## config.mk

```make
export PLATFORM = sky130hd
export DESIGN_NAME = point_polyline_min_distance
export DESIGN_NICKNAME = d
export VERILOG_FILES = /design/src/design/ppmd_pkg.sv /design/src/design/point_polyline_min_distance.sv
export SDC_FILE = /design/constraint.sdc
export NUM_CORES = 2
export LEC_CHECK = 0
export BUFFER_PORTS_ARGS = -buffer_cell sky130_fd_sc_hd__buf_2
export CORE_ASPECT_RATIO = 1.75
export CORE_UTILIZATION = 60
export DETAILED_ROUTE_END_ITERATION = 8
export PLACE_DENSITY = 0.84
export SYNTH_ARGS = -nofsm -noshare
export SYNTH_HDL_FRONTEND = slang
export SYNTH_SLANG_ARGS = --single-unit
export TNS_END_PERCENT = 5
```

## constraint.sdc

```tcl
create_clock -name clk -period 12.8 [get_ports clk]
set_input_delay 2.56 -clock clk [delete_from_list [all_inputs] [get_ports clk]]
set_output_delay 2.56 -clock clk [all_outputs]
set_load 0.005 [all_outputs]
```

## src/design/ppmd_pkg.sv

```systemverilog
// Package for the point-to-polyline least squared distance block.
// Holds the beat types, widths, register indexes and sequencer states.
// No dependencies.
package ppmd_pkg;

  localparam int COORD_BITS = 20;
  localparam int DIST_BITS  = 43;
  localparam int CFG_IDX_W  = 2;
  localparam int CFG_DATA_W = DIST_BITS;

  localparam logic [DIST_BITS-1:0] DIST_MAX = '1;

  typedef logic signed [COORD_BITS-1:0] coord_t;
  typedef logic [DIST_BITS-1:0]         dist_t;

  typedef struct packed {
    coord_t vertex_x;
    coord_t vertex_y;
    logic   last_vertex;
  } vertex_beat_t;

  typedef struct packed {
    dist_t min_dist_sq;
    logic  hit;
  } result_beat_t;

  typedef enum logic [CFG_IDX_W-1:0] {
    REG_QUERY_X    = 2'd0,
    REG_QUERY_Y    = 2'd1,
    REG_HIT_THRESH = 2'd2
  } cfg_reg_t;

  typedef enum logic [2:0] {
    ST_IDLE,
    ST_DIFF,
    ST_MUL,
    ST_EVAL,
    ST_DSQ,
    ST_DIV,
    ST_INT,
    ST_UPD
  } seq_state_t;

endpackage

```

## src/design/point_polyline_min_distance.sv

```systemverilog
// Point-to-polyline least squared distance, top level.
// Depends on ppmd_pkg (beat types, widths, register indexes, states).
//
// Vertices of one polyline arrive one beat at a time; the block keeps the
// least squared distance (Q.8 units, saturated at 2^43-1) from the query
// point to any segment and emits it with a hit flag on the beat marked as
// the last vertex. One shared signed multiplier under a small sequencer does
// all products. When the segment's projection falls outside it, the segment
// has zero length or the vertex is the first, an item runs ST_DIFF, ST_MUL
// and ST_EVAL, then ST_UPD folds its distance into the running least. When
// the projection falls inside, ST_DSQ forms dot^2 and a radix-2 restoring
// divider in ST_DIV produces one quotient bit per cycle, followed by ST_INT
// and ST_UPD. in_stall is high while an item is in work.
// A last-vertex item also waits while a previous result is still held in
// the output register. cfg_ready is always high; the query point and the
// threshold must only be written while no item is in work.
module point_polyline_min_distance (
  input  logic                          clk,
  input  logic                          rst_n,
  input  logic                          in_valid,
  output logic                          in_stall,
  input  ppmd_pkg::vertex_beat_t        in_data,
  output logic                          out_valid,
  input  logic                          out_stall,
  output ppmd_pkg::result_beat_t        out_data,
  input  logic                          cfg_valid,
  output logic                          cfg_ready,
  input  logic [ppmd_pkg::CFG_IDX_W-1:0]  cfg_index,
  input  logic [ppmd_pkg::CFG_DATA_W-1:0] cfg_data
);
  import ppmd_pkg::*;

  localparam int DIFF_W = COORD_BITS + 1;       // coordinate difference
  localparam int MUL_W  = COORD_BITS + 3;       // multiplier operand
  localparam int PROD_W = 2 * MUL_W;
  localparam int SQ_W   = 2 * COORD_BITS + 3;   // sum of two squares
  localparam int SUM_W  = SQ_W + 1;             // signed dot product
  localparam int HALF_W = COORD_BITS + 1;       // low half of dot
  localparam int DSQ_W  = 2 * SQ_W;
  localparam int EXT_W  = (SQ_W > DIST_BITS) ? SQ_W : DIST_BITS;
  localparam int CNT_W  = $clog2(SQ_W + 1);

  typedef logic signed [DIFF_W-1:0] diff_t;
  typedef logic signed [MUL_W-1:0]  mop_t;

  function automatic dist_t sat_dist(input logic [EXT_W-1:0] v);
    if (v > EXT_W'(DIST_MAX)) begin
      return DIST_MAX;
    end
    return v[DIST_BITS-1:0];
  endfunction

  seq_state_t state_r, state_nxt;

  // configuration
  coord_t query_x_r, query_y_r;
  dist_t  thresh_r;

  // polyline state
  coord_t prev_x_r, prev_y_r;
  logic   have_prev_r;
  dist_t  best_r;

  // current vertex
  coord_t vx_r, vy_r;
  logic   last_r;

  diff_t apx_r, apy_r, abx_r, aby_r, bpx_r, bpy_r;
  logic [SQ_W-1:0]         ap2_r, len2_r, bp2_r;
  logic signed [SUM_W-1:0] dot_r;
  logic signed [PROD_W-1:0] prod_r;
  logic [CNT_W-1:0] cnt_r;
  logic [SQ_W-1:0]  rem_r, quo_r;
  dist_t            d_r;

  logic             out_valid_r;
  result_beat_t     out_data_r;

  mop_t             op_a, op_b;
  logic [2:0]       acc_idx;
  logic [DSQ_W-1:0] pp_ext;
  logic [SQ_W:0]    div_t;
  logic             div_ge;
  logic             eval_zero_len, eval_behind, eval_beyond;
  dist_t            best_upd;
  logic             out_free;

  assign cfg_ready = 1'b1;
  assign in_stall  = (state_r != ST_IDLE);
  assign out_valid = out_valid_r;
  assign out_data  = out_data_r;
  assign out_free  = !out_valid_r || !out_stall;

  assign acc_idx = 3'(cnt_r - 1'b1);
  assign pp_ext  = DSQ_W'($unsigned(prod_r));
  assign div_t   = {rem_r, quo_r[SQ_W-1]};
  assign div_ge  = (div_t >= {1'b0, len2_r});

  assign eval_zero_len = (len2_r == '0);
  assign eval_behind   = (dot_r <= 0);
  assign eval_beyond   = (dot_r[SQ_W-1:0] >= len2_r);

  always_comb begin
    best_upd = best_r;
    if ((have_prev_r || last_r) && (d_r < best_r)) begin
      best_upd = d_r;
    end
  end

  // shared multiplier operand select
  always_comb begin
    op_a = mop_t'(apx_r);
    op_b = mop_t'(apx_r);
    if (state_r == ST_DSQ) begin
      case (cnt_r)
        CNT_W'(0): begin
          op_a = mop_t'(dot_r[HALF_W-1:0]);
          op_b = mop_t'(dot_r[HALF_W-1:0]);
        end
        CNT_W'(1): begin
          op_a = mop_t'(dot_r[SQ_W-1:HALF_W]);
          op_b = mop_t'(dot_r[HALF_W-1:0]);
        end
        default: begin
          op_a = mop_t'(dot_r[SQ_W-1:HALF_W]);
          op_b = mop_t'(dot_r[SQ_W-1:HALF_W]);
        end
      endcase
    end else begin
      case (cnt_r[2:0])
        3'd0: begin op_a = mop_t'(apx_r); op_b = mop_t'(apx_r); end
        3'd1: begin op_a = mop_t'(apy_r); op_b = mop_t'(apy_r); end
        3'd2: begin op_a = mop_t'(abx_r); op_b = mop_t'(abx_r); end
        3'd3: begin op_a = mop_t'(aby_r); op_b = mop_t'(aby_r); end
        3'd4: begin op_a = mop_t'(apx_r); op_b = mop_t'(abx_r); end
        3'd5: begin op_a = mop_t'(apy_r); op_b = mop_t'(aby_r); end
        3'd6: begin op_a = mop_t'(bpx_r); op_b = mop_t'(bpx_r); end
        default: begin op_a = mop_t'(bpy_r); op_b = mop_t'(bpy_r); end
      endcase
    end
  end

  // sequencer
  always_comb begin
    state_nxt = state_r;
    unique case (state_r)
      ST_IDLE: begin
        if (in_valid) begin
          state_nxt = ST_DIFF;
        end
      end
      ST_DIFF: state_nxt = ST_MUL;
      ST_MUL: begin
        if (cnt_r == CNT_W'(8)) begin
          state_nxt = ST_EVAL;
        end
      end
      ST_EVAL: begin
        if (!have_prev_r || eval_zero_len || eval_behind || eval_beyond) begin
          state_nxt = ST_UPD;
        end else begin
          state_nxt = ST_DSQ;
        end
      end
      ST_DSQ: begin
        if (cnt_r == CNT_W'(3)) begin
          state_nxt = ST_DIV;
        end
      end
      ST_DIV: begin
        if (cnt_r == CNT_W'(SQ_W - 1)) begin
          state_nxt = ST_INT;
        end
      end
      ST_INT: state_nxt = ST_UPD;
      ST_UPD: begin
        if (!last_r || out_free) begin
          state_nxt = ST_IDLE;
        end
      end
      default: state_nxt = ST_IDLE;
    endcase
  end

  always_ff @(posedge clk) begin
    if (!rst_n) begin
      state_r <= ST_IDLE;
    end else begin
      state_r <= state_nxt;
    end
  end

  // configuration registers
  always_ff @(posedge clk) begin
    if (!rst_n) begin
      query_x_r <= '0;
      query_y_r <= '0;
      thresh_r  <= '0;
    end else if (cfg_valid && cfg_ready) begin
      unique case (cfg_index)
        REG_QUERY_X:    query_x_r <= cfg_data[COORD_BITS-1:0];
        REG_QUERY_Y:    query_y_r <= cfg_data[COORD_BITS-1:0];
        REG_HIT_THRESH: thresh_r  <= cfg_data[DIST_BITS-1:0];
        default: ;
      endcase
    end
  end

  // polyline state and output register
  always_ff @(posedge clk) begin
    if (!rst_n) begin
      prev_x_r    <= '0;
      prev_y_r    <= '0;
      have_prev_r <= 1'b0;
      best_r      <= DIST_MAX;
      out_valid_r <= 1'b0;
    end else begin
      if (state_r == ST_UPD && last_r && out_free) begin
        out_valid_r <= 1'b1;
      end else if (!out_stall) begin
        out_valid_r <= 1'b0;
      end
      if (state_r == ST_UPD) begin
        if (!last_r) begin
          prev_x_r    <= vx_r;
          prev_y_r    <= vy_r;
          have_prev_r <= 1'b1;
          best_r      <= best_upd;
        end else if (out_free) begin
          prev_x_r    <= '0;
          prev_y_r    <= '0;
          have_prev_r <= 1'b0;
          best_r      <= DIST_MAX;
        end
      end
    end
  end

  always_ff @(posedge clk) begin
    if (!rst_n) begin
      cnt_r <= '0;
    end else if (state_r != state_nxt) begin
      cnt_r <= '0;
    end else if (state_r == ST_MUL || state_r == ST_DSQ || state_r == ST_DIV) begin
      cnt_r <= cnt_r + 1'b1;
    end
  end

  // datapath
  always_ff @(posedge clk) begin
    prod_r <= op_a * op_b;
    case (state_r)
      ST_IDLE: begin
        vx_r   <= in_data.vertex_x;
        vy_r   <= in_data.vertex_y;
        last_r <= in_data.last_vertex;
      end
      ST_DIFF: begin
        apx_r <= diff_t'(query_x_r) - diff_t'(prev_x_r);
        apy_r <= diff_t'(query_y_r) - diff_t'(prev_y_r);
        abx_r <= diff_t'(vx_r) - diff_t'(prev_x_r);
        aby_r <= diff_t'(vy_r) - diff_t'(prev_y_r);
        bpx_r <= diff_t'(query_x_r) - diff_t'(vx_r);
        bpy_r <= diff_t'(query_y_r) - diff_t'(vy_r);
      end
      ST_MUL: begin
        // product of the previous step lands here
        if (cnt_r != '0) begin
          case (acc_idx)
            3'd0: ap2_r  <= prod_r[SQ_W-1:0];
            3'd1: ap2_r  <= ap2_r + prod_r[SQ_W-1:0];
            3'd2: len2_r <= prod_r[SQ_W-1:0];
            3'd3: len2_r <= len2_r + prod_r[SQ_W-1:0];
            3'd4: dot_r  <= prod_r[SUM_W-1:0];
            3'd5: dot_r  <= dot_r + prod_r[SUM_W-1:0];
            3'd6: bp2_r  <= prod_r[SQ_W-1:0];
            default: bp2_r <= bp2_r + prod_r[SQ_W-1:0];
          endcase
        end
      end
      ST_EVAL: begin
        if (!have_prev_r || (!eval_zero_len && !eval_behind && eval_beyond)) begin
          d_r <= sat_dist(EXT_W'(bp2_r));
        end else begin
          d_r <= sat_dist(EXT_W'(ap2_r));
        end
      end
      ST_DSQ: begin
        // dot^2 built from half products straight into the divider's dividend
        case (cnt_r)
          CNT_W'(1): {rem_r, quo_r} <= pp_ext;
          CNT_W'(2): {rem_r, quo_r} <= {rem_r, quo_r} + (pp_ext << (HALF_W + 1));
          CNT_W'(3): {rem_r, quo_r} <= {rem_r, quo_r} + (pp_ext << (2 * HALF_W));
          default: ;
        endcase
      end
      ST_DIV: begin
        rem_r <= div_ge ? SQ_W'(div_t - {1'b0, len2_r}) : div_t[SQ_W-1:0];
        quo_r <= {quo_r[SQ_W-2:0], div_ge};
      end
      ST_INT: begin
        if (quo_r > ap2_r) begin
          d_r <= '0;
        end else begin
          d_r <= sat_dist(EXT_W'(ap2_r - quo_r));
        end
      end
      ST_UPD: begin
        if (last_r && out_free) begin
          out_data_r.min_dist_sq <= best_upd;
          out_data_r.hit         <= (best_upd <= thresh_r);
        end
      end
      default: ;
    endcase
  end

endmodule
```

==> Implementation_results.wiki <==
{| class="wikitable"
! Metric !! Value
|-
| Result of the run || complete, but fails checks
|-
| Violated checks || capacitance limit, slew limit
|-
| Worst reg-to-reg path cell count || 31
|-
| Global-route usage over all layers || about half
|-
| Layout net count || 9826
|-
| Post-CTS setup buffer count || 0
|-
| Number of placed instances with taps included || ~10000
|-
| Setup violations, final || 0
|-
| Fraction of the cycle the final worst path needs || a little over nine tenths
|-
| Cell at the slowest stage of the critical path || sky130_fd_sc_hd__and2_1
|-
| Horizontal extent of the die || approximately 270 um
|-
| Post-route worst setup slack || 0.7646 ns
|-
| # Max-Cap Violations || 2
|-
| Clock tree sinks || roughly 740
|-
| Count of final max-slew check failures || 14
|-
| Sum of overflow across all layers after global routing || 0
|-
| GP Congestion || about 1.1
|-
| Unrepaired setup endpoints after global routing || false
|-
| Crit path time final || 12.04 ns
|-
| Ports placed on the boundary || 138
|-
| Synth unique cells || 97
|-
| H-tree depth || 3
|-
| Wire length of the first global-routing pass || 447.4 mm
|-
| Fill cells || ~10000
|-
| Yosys Warn Count || 0
|-
| Type of destination of the critical path || register
|-
| Post-synthesis net count || 9732
|-
| Startpoint of the most critical register-to-register path || cnt_r[0]
|-
| Clock tree from TritonCTS || yes
|-
| Total CTS buffers || 75
|-
| Mean Syn Cell Area || roughly 9 um2
|-
| Most frequent CP cell || sky130_fd_sc_hd__fa_1
|-
| Vias after detailed routing || roughly 67000
|-
| Area of the multi-input gates || 50610 um2
|-
| Die H || between 400 and 500 um
|-
| Count of standard-cell rows || around 170
|-
| Final TNS setup || 0 ns
|-
| Actual slew at the worst max-slew pin || 1.566 ns
|-
| Relative area change from synthesis to final layout || 7.507%
|-
| Clk_lat worst skew || ~0.80 ns
|-
| Highest-count cells in the layout ignoring fill and taps || sky130_fd_sc_hd__inv_1 (1035), sky130_fd_sc_hd__nand2_1 (938), sky130_fd_sc_hd__ha_1 (722), sky130_fd_sc_hd__fa_1 (579), sky130_fd_sc_hd__nor2_1 (552)
|-
| Core Area || between 100000 and 150000 um2
|-
| Wire length after detailed routing || approximately 300 mm
|-
| Arr. time, crit path || between 10 and 15 ns
|-
| Min-delay worst type || reg -> reg
|-
| Master cell of the clock root buffer || sky130_fd_sc_hd__clkbuf_16
|-
| Data required time at the worst endpoint || between 10 and 15 ns
|-
| Effective utilization at floorplan || about three fifths
|-
| Drt first-iter violations || roughly 6800
|-
| Avg Vias per Cell || about 6.6
|-
| Crit path kind || reg -> reg
|-
| Sort of element at the start of the critical path || register
|-
| Share of synthesized area occupied by flip-flops and latches || about a quarter
|-
| Number of nets still failing antenna checks after routing || 0
|-
| Skew final || 0.06915 ns
|-
| Async set-reset flop share out of synthesis || 0%
|-
| Number of I/O port buffers || 136
|-
| Max-slew headroom || -5.183%
|-
| TritonRoute pass-1 iters || 7
|-
| Maximum number of pins on one net before global-route repair || between 80 and 90
|-
| Slowest stage delay, CP || ~0.83 ns
|-
| Hold Path Stages || 2
|-
| CP startpoint || cnt_r[0]
|-
| Number of gates resized after cts || 0
|-
| DRC errors left || 0
|-
| Achievable clock frequency || between 80 and 90 MHz
|-
| Number of hold violations in the final report || 0
|-
| Post-synthesis instance total || 8339
|-
| Clock buffer depth || 3
|-
| Cts hold-fix bufs || 0
|-
| Reg area || around 20000 um2
|-
| Hold path startpoint || thresh_r[5]
|-
| Flip-flop and latch count after synthesis || 736
|-
| HPWL after DPL || between 200 and 250 mm
|-
| Clock slew seen by the registers of the worst setup and hold paths || around 0.070 ns
|-
| Main synth FF type || sky130_fd_sc_hd__edfxtp_1
|-
| Critical path peak fanout || 26
|-
| Vias in the first global route || approximately 69000
|-
| Most common cell after layout, fill and taps aside || sky130_fd_sc_hd__inv_1
|-
| Layout cell share with drive strength beyond 1 || between 7 and 8%
|-
| Die outline area || around 130000 um2
|-
| Initial antenna violation count || 32
|-
| Netlist area before placement || approximately 75000 um2
|-
| Final core utilization || 65.05%
|-
| Detail-routed net length per standard cell || roughly 30 um
|-
| Post-place setup slack || about 1.4 ns
|-
| Number of flops mapped to enable cells by yosys || roughly 500
|-
| Cell Count, Final, Fillers Out || ~10000
|}
synthesized netlist by cell type (14+ instances only):
library cell	count	area [um2]
sky130_fd_sc_hd__and3_1	58	362.9
sky130_fd_sc_hd__a21oi_1	502	2512
sky130_fd_sc_hd__nor3b_1	20	150.1
sky130_fd_sc_hd__a2111oi_0	14	122.6
sky130_fd_sc_hd__nand4_1	80	500.5
sky130_fd_sc_hd__o22ai_1	46	287.8
sky130_fd_sc_hd__o22a_1	45	394.1
sky130_fd_sc_hd__buf_1	17	63.81
sky130_fd_sc_hd__nand3_1	168	840.8
sky130_fd_sc_hd__a31oi_1	52	325.3
sky130_fd_sc_hd__a221oi_1	39	341.6
sky130_fd_sc_hd__fa_1	579	11590
sky130_fd_sc_hd__nand2_1	943	3540
sky130_fd_sc_hd__inv_1	1036	3889
sky130_fd_sc_hd__mux2i_1	80	800.8
sky130_fd_sc_hd__a211o_1	19	166.4
sky130_fd_sc_hd__o211ai_1	21	157.7
sky130_fd_sc_hd__o31ai_1	26	195.2
sky130_fd_sc_hd__nor2_1	558	2095
sky130_fd_sc_hd__dfxtp_1	223	4464
sky130_fd_sc_hd__xor2_1	169	1480
sky130_fd_sc_hd__o31a_1	19	166.4
sky130_fd_sc_hd__o21a_1	84	630.6
sky130_fd_sc_hd__ha_1	723	9046
sky130_fd_sc_hd__or3_1	27	168.9
sky130_fd_sc_hd__o21ai_0	429	2147
sky130_fd_sc_hd__a21boi_0	108	810.8
sky130_fd_sc_hd__edfxtp_1	513	15400
sky130_fd_sc_hd__and2_1	66	412.9
sky130_fd_sc_hd__o2111ai_1	17	148.9
sky130_fd_sc_hd__nor4_1	35	219.0
sky130_fd_sc_hd__a22o_1	42	367.9
sky130_fd_sc_hd__o21bai_1	56	420.4
sky130_fd_sc_hd__a211oi_1	65	488.0
sky130_fd_sc_hd__nand2b_1	88	550.5
sky130_fd_sc_hd__xnor2_1	271	2374
sky130_fd_sc_hd__a21o_1	285	2140
sky130_fd_sc_hd__nor3_1	96	480.5
sky130_fd_sc_hd__a22oi_1	47	352.8
sky130_fd_sc_hd__or2_2	24	150.1
sky130_fd_sc_hd__clkbuf_1	251	942.2
sky130_fd_sc_hd__nor2b_1	105	656.9
sky130_fd_sc_hd__mux2_2	87	979.7
path summary, 6_finish.rpt:
| check | to | slack [ns] |
|---|---|---|
| worst max-delay path | prod_r[45] | 0.76 |
| worst min-delay path | thresh_r[5] | 0.47 |
| worst max register to register | prod_r[45] | 0.76 |
| worst min register to register | thresh_r[5] | 0.47 |
critical path, delay by kind of cell, from the launching register on:
family	cells	cell delay, ns
DFF	1	0.37
AOI/OAI and AO/OA	8	3.19
adders and majority gates	9	4.51
buffers and inverters	7	1.12
and+or+nand+nor	6	2.54
xor gates and xnor gates	1	0.13
metal layers:
metal	track usage, %	wire length [um]	vias up
met3	15.10	28000	1937
met2	79.45	142100	4031
li1	-	-	29160
met5	0.3814	94	-
met4	59.31	47730	14
met1	43.83	86390	32090
through the flow:
step	instance area, um2	hold slack, ns
2_1_floorplan	75220	0.4424
3_3_place_gp	78280	0.4537
3_5_place_dp	78280	0.4541
4_1_cts	80820	0.4687
5_1_grt	80850	0.4844
6_report	80870	0.4663
sequential cells by signal (all words and copies together) (netlist names), 43 cells and up:
signal    count
bp2_r        43
prod_r       46
ap2_r        43
out_data     44
len2_r       43
rem_r        43
quo_r        43
thresh_r     43
dot_r        44
best_r       43
d_r          43
final cells by class:
class	count	area share [%]
inverter	1037	4.814
tap	1643	2.542
clock buffer	99	2.525
clock inverter	41	0.6127
sequential	736	24.57
antenna	14	0.04332
multi-input combinational	6289	62.58
timing repair buffer	294	2.309
kinds of logic (layout without fill, tap and decap cells):
logic type                 after synthesis  count (layout)  synth area share (%)
and+or+nand+nor                       2314            2314                 13.99
AOI/OAI and AO/OA                     2064            2064                 18.06
buffers and inverters                 1314            1471                 6.584
adders and majority gates             1302            1302                 27.44
DFF                                    736             736                 26.42
xor gates and xnor gates               440             440                 5.123
muxes                                  168             168                 2.387
other                                    1              15              0.004985
Power is left out: the tool's default activity adds up to more than one toggle a clock period on the data nets, which glitch-free logic cannot reach.
